## config.mk

```make
export PLATFORM = sky130hd
export DESIGN_NAME = led_command_packet_encoder_core
export DESIGN_NICKNAME = d
export VERILOG_FILES = /design/src/sv/lcpe_pkg.sv /design/src/sv/led_command_packet_encoder_core.sv /design/src/sv/lcpe_front.sv /design/src/sv/lcpe_queue.sv /design/src/sv/lcpe_back.sv
export SDC_FILE = /design/constraint.sdc
export NUM_CORES = 1
export LEC_CHECK = 0
export BUFFER_PORTS_ARGS = -buffer_cell sky130_fd_sc_hd__clkbuf_2
export CAP_MARGIN = 20
export CORE_MARGIN = 2
export CORE_UTILIZATION = 55
export CTS_BUF_LIST = sky130_fd_sc_hd__clkbuf_16
export CTS_CLUSTER_SIZE = 30
export DETAILED_ROUTE_END_ITERATION = 12
export MAX_ROUTING_LAYER = met4
export PLACE_DENSITY = 0.78
export SETUP_SLACK_MARGIN = 0.3
export SYNTH_ARGS = -nofsm -noshare
export SYNTH_HDL_FRONTEND = slang
export SYNTH_SLANG_ARGS = --single-unit
```

## constraint.sdc

```tcl
create_clock -name aclk -period 10 [get_ports aclk]
set_clock_uncertainty 0.15 [all_clocks]
set_input_delay 0.5 -clock aclk [delete_from_list [all_inputs] [get_ports aclk]]
set_output_delay 0.5 -clock aclk [all_outputs]
set_load 0.02 [all_outputs]
```

## src/sv/lcpe_pkg.sv

```systemverilog
// Shared types, constants and the segment table of the LED command packet encoder.
package lcpe_pkg;

    localparam int DIGIT_COUNT = 4;
    localparam int WORD_W      = 28;
    localparam int BYTE_W      = 8;
    localparam int NIB_W       = 4;
    localparam int DIGITS_W    = NIB_W * DIGIT_COUNT;

    // Field positions inside the LED word.
    localparam int EN_LSB = 16;
    localparam int DP_LSB = 24;

    localparam logic [BYTE_W-1:0] DP_FLAG = 8'h10;

    localparam int QUEUE_DEPTH = 2;
    localparam int QPTR_W      = (QUEUE_DEPTH > 1) ? $clog2(QUEUE_DEPTH) : 1;
    localparam int QCNT_W      = $clog2(QUEUE_DEPTH + 1);

    localparam int CFG_IDX_W = 2;
    localparam logic [CFG_IDX_W-1:0] CFG_INIT_OPCODE      = 2'd0;
    localparam logic [CFG_IDX_W-1:0] CFG_USER_MODE_OPCODE = 2'd1;
    localparam logic [CFG_IDX_W-1:0] CFG_LED_SET_OPCODE   = 2'd2;

    typedef enum logic [1:0] {
        OP_INIT   = 2'd0,
        OP_SET    = 2'd1,
        OP_REPLAY = 2'd2
    } op_t;

    // Header bytes still owed by a set sequence, counted down.
    localparam logic [1:0] HDR_USER = 2'd3;
    localparam logic [1:0] HDR_SET  = 2'd2;
    localparam logic [1:0] HDR_MASK = 2'd1;
    localparam logic [1:0] HDR_NONE = 2'd0;

    // One classified command as it waits for the back end.
    typedef struct packed {
        logic                   init_left;
        logic [1:0]             hdr_left;
        logic [DIGIT_COUNT-1:0] dig_left;
        logic [DIGIT_COUNT-1:0] en;
        logic [DIGIT_COUNT-1:0] points;
        logic [DIGITS_W-1:0]    digits;
    } desc_t;

    typedef struct packed {
        logic head_valid;
        logic full;
    } q_status_t;

    typedef struct packed {
        logic [BYTE_W-1:0] init_opcode;
        logic [BYTE_W-1:0] user_mode_opcode;
        logic [BYTE_W-1:0] led_set_opcode;
    } cfg_regs_t;

    function automatic logic [BYTE_W-1:0] seg_code(input logic [NIB_W-1:0] nib);
        logic [BYTE_W-1:0] code;
        case (nib)
            4'h0: code = 8'hE7;
            4'h1: code = 8'h06;
            4'h2: code = 8'hCB;
            4'h3: code = 8'h8F;
            4'h4: code = 8'h2E;
            4'h5: code = 8'hAD;
            4'h6: code = 8'hED;
            4'h7: code = 8'h86;
            4'h8: code = 8'hEF;
            4'h9: code = 8'hAF;
            4'hA: code = 8'hEE;
            4'hB: code = 8'h6D;
            4'hC: code = 8'hE1;
            4'hD: code = 8'h4F;
            4'hE: code = 8'hE9;
            4'hF: code = 8'hE8;
            default: code = 8'hE7;
        endcase
        return code;
    endfunction

endpackage

```

## src/sv/led_command_packet_encoder_core.sv

```systemverilog
// Top level of the LED command packet encoder: front end, descriptor queue and byte sender.
//
//  Channel   Direction  Handshake          Payload
//  s_        in         s_valid/s_ready    s_op[1:0], s_led_word[27:0]
//  m_        out        m_valid/m_ready    m_out_byte[7:0], m_last
//  cfg_      in         cfg_wr_en          cfg_index[1:0], cfg_wdata[7:0]
//
// A command produces one output byte for init, three plus the number of enabled digits
// for set LEDs, and four plus that for replay (up to eight).
// The byte sender sets the rate; when the next command is already queued, it moves from
// one command's last byte straight to the next command's first byte with no gap.
// Reset is synchronous and active low; it clears the opcodes, the saved LED word,
// the queue and the output valid flag.
// A stalled output holds its byte while the two-entry queue takes requests until full.
module led_command_packet_encoder_core (
    input  logic        aclk,
    input  logic        aresetn,

    input  logic        cfg_wr_en,
    input  logic [1:0]  cfg_index,
    input  logic [7:0]  cfg_wdata,

    input  logic        s_valid,
    output logic        s_ready,
    input  logic [1:0]  s_op,
    input  logic [27:0] s_led_word,

    output logic        m_valid,
    input  logic        m_ready,
    output logic [7:0]  m_out_byte,
    output logic        m_last
);

    logic                q_push;
    logic                q_pop;
    lcpe_pkg::desc_t     q_push_desc;
    lcpe_pkg::desc_t     q_head_desc;
    lcpe_pkg::q_status_t q_status;
    logic                s_accept;

    // A request is taken whenever the queue has room; the unused op code is
    // taken too but never reaches the queue.
    assign s_ready  = !q_status.full;
    assign s_accept = s_valid && s_ready;

    // The front end classifies each request into a descriptor that says which
    // bytes are owed: the init opcode, the three header bytes of a set packet,
    // and a bit per enabled digit. Set requests update the saved word here.
    lcpe_front u_front (
        .aclk      (aclk),
        .aresetn   (aresetn),
        .accept    (s_accept),
        .op        (s_op),
        .led_word  (s_led_word),
        .push      (q_push),
        .push_desc (q_push_desc)
    );

    lcpe_queue u_queue (
        .aclk      (aclk),
        .aresetn   (aresetn),
        .push      (q_push),
        .push_desc (q_push_desc),
        .pop       (q_pop),
        .head_desc (q_head_desc),
        .status    (q_status)
    );

    // The back end works the head descriptor down one byte per cycle, while the output
    // is not stalled, into its output register. The first byte of a queued descriptor is
    // registered in the same cycle the descriptor is popped.
    lcpe_back u_back (
        .aclk       (aclk),
        .aresetn    (aresetn),
        .cfg_wr_en  (cfg_wr_en),
        .cfg_index  (cfg_index),
        .cfg_wdata  (cfg_wdata),
        .head_desc  (q_head_desc),
        .q_status   (q_status),
        .pop        (q_pop),
        .m_valid    (m_valid),
        .m_ready    (m_ready),
        .m_out_byte (m_out_byte),
        .m_last     (m_last)
    );

`ifndef NO_ASSERTIONS
    // The queue is never written while full.
    a_no_overflow: assert property (@(posedge aclk) disable iff (!aresetn)
        q_push |-> !q_status.full)
        else $error("descriptor queue written while full");

    // The back end never pops an empty queue.
    a_no_underflow: assert property (@(posedge aclk) disable iff (!aresetn)
        q_pop |-> q_status.head_valid)
        else $error("descriptor queue popped while empty");

    // Bytes of one command follow each other with no gap.
    a_no_gap: assert property (@(posedge aclk) disable iff (!aresetn)
        (m_valid && m_ready && !m_last) |=> m_valid)
        else $error("gap inside a command's byte sequence");
`endif

endmodule

```

## src/sv/lcpe_front.sv

```systemverilog
// Front end: takes commands, keeps the saved LED word and builds byte-sequence descriptors.
module lcpe_front (
    input  logic                       aclk,
    input  logic                       aresetn,
    input  logic                       accept,
    input  logic [1:0]                 op,
    input  logic [lcpe_pkg::WORD_W-1:0] led_word,
    output logic                       push,
    output lcpe_pkg::desc_t            push_desc
);

    logic [lcpe_pkg::WORD_W-1:0] saved_word_reg;
    logic [lcpe_pkg::WORD_W-1:0] saved_word_next;
    logic [lcpe_pkg::WORD_W-1:0] src_word;
    logic [lcpe_pkg::DIGIT_COUNT-1:0] en_bits;

    always_comb begin
        saved_word_next = saved_word_reg;
        push            = 1'b0;
        src_word        = saved_word_reg;
        push_desc       = '0;
        case (lcpe_pkg::op_t'(op))
            lcpe_pkg::OP_INIT: begin
                push                = accept;
                push_desc.init_left = 1'b1;
                push_desc.hdr_left  = lcpe_pkg::HDR_NONE;
            end
            lcpe_pkg::OP_SET: begin
                push               = accept;
                src_word           = led_word;
                push_desc.hdr_left = lcpe_pkg::HDR_USER;
                if (accept) begin
                    saved_word_next = led_word;
                end
            end
            lcpe_pkg::OP_REPLAY: begin
                push                = accept;
                push_desc.init_left = 1'b1;
                push_desc.hdr_left  = lcpe_pkg::HDR_USER;
            end
            default: begin
                // Unused code: taken and dropped.
                push = 1'b0;
            end
        endcase
        en_bits = src_word[lcpe_pkg::EN_LSB +: lcpe_pkg::DIGIT_COUNT];
        push_desc.en     = en_bits;
        push_desc.points = src_word[lcpe_pkg::DP_LSB +: lcpe_pkg::DIGIT_COUNT];
        push_desc.digits = src_word[lcpe_pkg::DIGITS_W-1:0];
        if (push_desc.hdr_left != lcpe_pkg::HDR_NONE) begin
            push_desc.dig_left = en_bits;
        end
    end

    always_ff @(posedge aclk) begin
        if (!aresetn) begin
            saved_word_reg <= '0;
        end else begin
            saved_word_reg <= saved_word_next;
        end
    end

endmodule

```

## src/sv/lcpe_queue.sv

```systemverilog
// Short descriptor queue between the front and back ends.
module lcpe_queue (
    input  logic                 aclk,
    input  logic                 aresetn,
    input  logic                 push,
    input  lcpe_pkg::desc_t      push_desc,
    input  logic                 pop,
    output lcpe_pkg::desc_t      head_desc,
    output lcpe_pkg::q_status_t  status
);

    lcpe_pkg::desc_t                mem_reg [lcpe_pkg::QUEUE_DEPTH];
    logic [lcpe_pkg::QPTR_W-1:0]    wr_ptr_reg, wr_ptr_next;
    logic [lcpe_pkg::QPTR_W-1:0]    rd_ptr_reg, rd_ptr_next;
    logic [lcpe_pkg::QCNT_W-1:0]    count_reg, count_next;

    localparam logic [lcpe_pkg::QPTR_W-1:0] PTR_LAST =
        lcpe_pkg::QPTR_W'(lcpe_pkg::QUEUE_DEPTH - 1);
    localparam logic [lcpe_pkg::QCNT_W-1:0] CNT_FULL =
        lcpe_pkg::QCNT_W'(lcpe_pkg::QUEUE_DEPTH);

    assign status.head_valid = (count_reg != '0);
    assign status.full       = (count_reg == CNT_FULL);
    assign head_desc         = mem_reg[rd_ptr_reg];

    always_comb begin
        wr_ptr_next = wr_ptr_reg;
        rd_ptr_next = rd_ptr_reg;
        count_next  = count_reg;
        if (push) begin
            wr_ptr_next = (wr_ptr_reg == PTR_LAST) ? '0 : wr_ptr_reg + 1'b1;
        end
        if (pop) begin
            rd_ptr_next = (rd_ptr_reg == PTR_LAST) ? '0 : rd_ptr_reg + 1'b1;
        end
        if (push && !pop) begin
            count_next = count_reg + 1'b1;
        end else if (pop && !push) begin
            count_next = count_reg - 1'b1;
        end
    end

    always_ff @(posedge aclk) begin
        if (push) begin
            mem_reg[wr_ptr_reg] <= push_desc;
        end
    end

    always_ff @(posedge aclk) begin
        if (!aresetn) begin
            wr_ptr_reg <= '0;
            rd_ptr_reg <= '0;
            count_reg  <= '0;
        end else begin
            wr_ptr_reg <= wr_ptr_next;
            rd_ptr_reg <= rd_ptr_next;
            count_reg  <= count_next;
        end
    end

endmodule

```

## src/sv/lcpe_back.sv

```systemverilog
// Back end: holds opcode registers and sends one command byte per cycle when not stalled.
module lcpe_back (
    input  logic                          aclk,
    input  logic                          aresetn,
    input  logic                          cfg_wr_en,
    input  logic [lcpe_pkg::CFG_IDX_W-1:0] cfg_index,
    input  logic [lcpe_pkg::BYTE_W-1:0]   cfg_wdata,
    input  lcpe_pkg::desc_t               head_desc,
    input  lcpe_pkg::q_status_t           q_status,
    output logic                          pop,
    output logic                          m_valid,
    input  logic                          m_ready,
    output logic [lcpe_pkg::BYTE_W-1:0]   m_out_byte,
    output logic                          m_last
);

    lcpe_pkg::cfg_regs_t cfg_reg;
    lcpe_pkg::desc_t     work_reg, work_next;
    logic                act_reg, act_next;
    logic                out_valid_reg, out_valid_next;
    logic [lcpe_pkg::BYTE_W-1:0] out_byte_reg, out_byte_next;
    logic                out_last_reg, out_last_next;

    lcpe_pkg::desc_t     cur;
    lcpe_pkg::desc_t     nxt;
    logic                have, out_free, fire, done;
    logic                found;
    logic [lcpe_pkg::NIB_W-1:0] nib;
    logic                pt;
    logic [lcpe_pkg::BYTE_W-1:0] byte_sel;

    always_comb begin
        cur      = act_reg ? work_reg : head_desc;
        have     = act_reg || q_status.head_valid;
        out_free = !out_valid_reg || m_ready;
        fire     = have && out_free;
        pop      = fire && !act_reg;

        nxt      = cur;
        found    = 1'b0;
        nib      = '0;
        pt       = 1'b0;
        byte_sel = '0;
        if (cur.init_left) begin
            byte_sel      = cfg_reg.init_opcode;
            nxt.init_left = 1'b0;
        end else if (cur.hdr_left == lcpe_pkg::HDR_USER) begin
            byte_sel     = cfg_reg.user_mode_opcode;
            nxt.hdr_left = lcpe_pkg::HDR_SET;
        end else if (cur.hdr_left == lcpe_pkg::HDR_SET) begin
            byte_sel     = cfg_reg.led_set_opcode;
            nxt.hdr_left = lcpe_pkg::HDR_MASK;
        end else if (cur.hdr_left == lcpe_pkg::HDR_MASK) begin
            byte_sel     = lcpe_pkg::BYTE_W'(cur.en);
            nxt.hdr_left = lcpe_pkg::HDR_NONE;
        end else begin
            // Lowest enabled digit still owed goes next.
            for (int i = 0; i < lcpe_pkg::DIGIT_COUNT; i++) begin
                if (cur.dig_left[i] && !found) begin
                    found          = 1'b1;
                    nib            = cur.digits[lcpe_pkg::NIB_W*i +: lcpe_pkg::NIB_W];
                    pt             = cur.points[i];
                    nxt.dig_left[i] = 1'b0;
                end
            end
            byte_sel = lcpe_pkg::seg_code(nib) | (pt ? lcpe_pkg::DP_FLAG : '0);
        end
        done = !nxt.init_left && (nxt.hdr_left == lcpe_pkg::HDR_NONE) &&
               (nxt.dig_left == '0);

        act_next       = act_reg;
        work_next      = work_reg;
        out_valid_next = out_valid_reg;
        out_byte_next  = out_byte_reg;
        out_last_next  = out_last_reg;
        if (fire) begin
            act_next       = !done;
            work_next      = nxt;
            out_valid_next = 1'b1;
            out_byte_next  = byte_sel;
            out_last_next  = done;
        end else if (out_free) begin
            out_valid_next = 1'b0;
        end
    end

    always_ff @(posedge aclk) begin
        if (!aresetn) begin
            cfg_reg <= '0;
        end else if (cfg_wr_en) begin
            case (cfg_index)
                lcpe_pkg::CFG_INIT_OPCODE:      cfg_reg.init_opcode      <= cfg_wdata;
                lcpe_pkg::CFG_USER_MODE_OPCODE: cfg_reg.user_mode_opcode <= cfg_wdata;
                lcpe_pkg::CFG_LED_SET_OPCODE:   cfg_reg.led_set_opcode   <= cfg_wdata;
                default: ;
            endcase
        end
    end

    always_ff @(posedge aclk) begin
        work_reg     <= work_next;
        out_byte_reg <= out_byte_next;
        out_last_reg <= out_last_next;
        if (!aresetn) begin
            act_reg       <= 1'b0;
            out_valid_reg <= 1'b0;
        end else begin
            act_reg       <= act_next;
            out_valid_reg <= out_valid_next;
        end
    end

    assign m_valid    = out_valid_reg;
    assign m_out_byte = out_byte_reg;
    assign m_last     = out_last_reg;

endmodule
```

==> run summary <==
Counting flops with an async set or reset pin after synthesis yields a share of 0. The net count of the finished layout is approximately 700. For this run, the register share of the synthesized area comes to 0.580. Clock tree synthesis selected as its root buffer the cell sky130_fd_sc_hd__clkbuf_16. The path with the worst hold slack has its endpoint at u_front.saved_word_reg[15]. The clock period minus final worst setup slack came out at 3.78 ns.

The overall fraction of global-route tracks in use is 0.215. The overall die area is about 0.014 mm^2. The repair_antennas step left the layout with diodes totalling 0. The highest net fanout along the worst path came out at 30.

The initial standard-cell utilization of the core came out at 0.561. After filler insertion, the fill cell instance count of the layout stands at roughly 1,000. The number of distinct library cells after synthesis came out at a little under 60. For this run, the detailed router's first-pass iteration total came to 7. Hold timing on the final database bottoms out at a slack of about 0.17 ns.

Pin placement for this block handled 56 I/O pins. The insertion delay to the later sink of the worst-skew pair is ~0.43 ns. Across all register-to-register paths, the minimum setup slack is around 6.2 ns. The average cell area after synthesis came out at about 12 um^2. The leakage power of the design is a little over 3 nW. The width of the die is 117 um.

Summing all flip-flop and latch instances after layout gives about 0.0041 mm^2. The final number of max-transition violations came out at 0. The worst IR drop on VDD is 0.000163 V. The buffer depth of the longest clock path came out at 2. The routability-driven placement congestion ratio came out at approximately 0.84. The switching power came out at 0.871 mW.

TritonCTS built the clock tree. The buffer count from post-CTS setup fixing is 0. The area growth from synthesis to final layout is 13.8%. The flip-flop count of the largest register after layout is 60. Across all setup checks in the final design, the least slack found is between 6 and 7 ns. The instance count along the most critical hold path is 3. Among all flip-flop cells after synthesis, the most frequent one is sky130_fd_sc_hd__edfxtp_1. By startpoint and endpoint, the worst setup path is classified as reg -> reg. For the worst setup path, the data required time is around 10 ns.

The number of warnings reported in the yosys synthesis log is 0. The routed wire length per instance came out at 16.4 um. The first-pass GRT wire length came out at between 20 and 25 mm.

The share of cells above drive strength 1 is 0.197. Headroom to the max-slew limit came out at 0.362. The worst reg2reg path depth came out at 10. The path type of the worst min-delay path is in -> reg. The count of flip-flops with a built-in enable after synthesis came out at 99. The worst slack at placement came out at approximately 6.3 ns. The TritonCTS buffer count is 17. The highest attainable clock frequency came out at about 260 MHz.

The floorplan has 41 rows. The post-synthesis cell area came out at 0.00702 mm^2. The share of total power dissipated in combinational logic is 0.351.

The post-cts resize count came out at 0. The detail route stage leaves a number of antenna-violating nets equal to 0. The count of vias placed by the detailed router came out at 4,616. The via density per instance is approximately 5.6. The half-perimeter wire length of the detailed placement result is 8.81 mm. Setup repair after global routing left no endpoint under its margin. The post-route clock period utilization came out at 0.378. The remaining global-route overflow came out at 0. The post-synthesis sequential element count is between 150 and 200. Buffers placed on the I/O ports in this run total just over 50. The initial antenna violation count came out at 0. Setup violations remaining at the end of the flow were counted as 0. The CTS clock-pin slew for the worst setup and hold paths is ~0.060 ns. The total length of routed wires is 13.6 mm. The initial detailed-routing violation count is 427. The post-synthesis cell count came out at approximately 600.

The reported max-cap violation count is 0. Setup total negative slack on the finished layout was measured at 0 ns. The number of H-tree levels is 4. The number of nets handed over by synthesis was between 600 and 700. The switching portion of total power is 0.361. The capture instance of the worst register-to-register path is u_back.m_out_byte[0]. The worst setup path is launched from a flop. The clock sink total came out at about 150. The via count of the first global-routing pass came out at around 4,300. The flow ran to the end, and the final reports show no timing, DRC or antenna violations. The power density over the cells is about 300 mW/mm^2.

The data arrival at the endpoint of the critical path is between 3 and 4 ns. The worst hold path begins at s_led_word[15]. The total internal power came out at between 1.5 and 2 mW.

Hold repair after CTS inserted 0 buffers. The share of total power dissipated in the clock network is 0.266. At the end of the flow the core is filled with cells to 0.638.

The total area inside the core boundary comes to roughly 0.013 mm^2. In the final layout, the multi-input gates occupy approximately 0.0027 mm^2. The final hold violation count is 0.

The kind of end point of the critical path is a flop. The number of design rule violations left after detail routing is 0. The height of the die is 117 um. The transition time at the pin with the least slew margin came out at between 0.9 and 1 ns. The share of total power dissipated in sequential elements is 0.384. Entering global routing, the biggest net connects 66 pins.
logic make-up (layout without fill, tap and decap cells):
group	after synthesis	count (layout)	share of synthesized area
simple gates	187	187	0.125
flops	154	154	0.580
compound gates	112	112	0.108
mux	82	82	0.126
buf+inv	49	102	0.0323
fa+ha+maj	13	13	0.0228
xor+xnor	4	4	0.00499
cell usage in the layout (no fill, tap or decap), drive strengths merged, types with 3 or more instances in the layout:
cell,n
and2,10
buf,7
mux2i,56
o21a,3
a21oi,15
clkinv,4
clkbuf,68
a21boi,25
edfxtp,99
dfxtp,55
o22ai,5
or3,3
nand3,10
and3,4
o31ai,3
a31oi,3
nor2b,30
nand2,91
ha,12
nor3,6
inv,19
o21ai,32
a211oi,3
nor2,22
o221ai,3
mux2,26
stage by stage:
stage / instance area, um^2 / power (mW) / instances
2_1_floorplan: 7020 / 1.57 / 601
3_3_place_gp: 7360 / 1.72 / 792
3_5_place_dp: 7360 / 1.75 / 792
4_1_cts: 7950 / 2.40 / 824
5_1_grt: 7990 / 2.55 / 826
6_report: 7990 / 2.41 / 826
Yosys cell counts (all sizes together) (4+ instances only):
cell / instances / share of area
edfxtp: 99 / 0.42
nor2b: 30 / 0.027
o21ai: 32 / 0.024
nor2: 22 / 0.012
mux2: 26 / 0.042
dfxtp: 55 / 0.16
nand3: 10 / 0.0071
o22ai: 5 / 0.0045
buf: 17 / 0.015
and2: 10 / 0.0093
nand2: 91 / 0.049
mux2i: 56 / 0.084
inv: 12 / 0.0064
a21boi: 25 / 0.027
nor3: 6 / 0.0043
clkbuf: 20 / 0.011
a21oi: 15 / 0.011
and3: 4 / 0.0036
ha: 12 / 0.021
layer usage:
| metal | vias up | global-route usage | wire (um) |
|---|---|---|---|
| li1 | 2258 | - | - |
| met1 | 2179 | 0.284 | 6230 |
| met2 | 156 | 0.324 | 6400 |
| met3 | 23 | 0.0489 | 659 |
| met4 | 0 | 0.0894 | 264 |
| met5 | - | - | 0 |
final cells by class:
type                            count  area share
Tap cell                          172      0.0269
Inverter                           12     0.00564
Clock inverter                     15      0.0208
Timing Repair Buffer               58      0.0410
Sequential cell                   154       0.510
Multi-Input combinational cell    398       0.342
Clock buffer                       17      0.0533
power by group through the flow:
stage | clock network, mW | registers (mW) | logic (mW)
floorplan | 0 | 0.952 | 0.620
global placement | 0 | 0.933 | 0.786
detailed placement | 0 | 0.940 | 0.814
CTS | 0.652 | 0.928 | 0.824
global route | 0.679 | 0.937 | 0.930
finish | 0.641 | 0.926 | 0.846
worst max-delay path by stage:
| stage | end | slack [ns] | depth (start not counted) |
|---|---|---|---|
| detailed placement | u_back.m_out_byte[0] | 6.27 | 10 |
| floorplan | u_queue.count_reg[1] | 5.65 | 11 |
| finish | u_back.m_out_byte[0] | 6.22 | 10 |
| global route | u_back.m_out_byte[0] | 6.02 | 10 |
| CTS | u_back.m_out_byte[0] | 6.26 | 10 |
| global placement | u_back.m_out_byte[0] | 6.41 | 10 |
critical path: stages (launching register included):
cell	delay, ns
sky130_fd_sc_hd__dfxtp_1	0.31
sky130_fd_sc_hd__buf_4	0.45
sky130_fd_sc_hd__mux2_4	0.36
sky130_fd_sc_hd__mux2i_4	0.43
sky130_fd_sc_hd__o221ai_1	0.23
sky130_fd_sc_hd__o22ai_1	0.43
sky130_fd_sc_hd__inv_1	0.19
sky130_fd_sc_hd__ha_1	0.35
sky130_fd_sc_hd__a21oi_1	0.16
sky130_fd_sc_hd__o32ai_1	0.13
sky130_fd_sc_hd__a221o_1	0.34
Note: power is estimated with default switching activity, not from simulation.
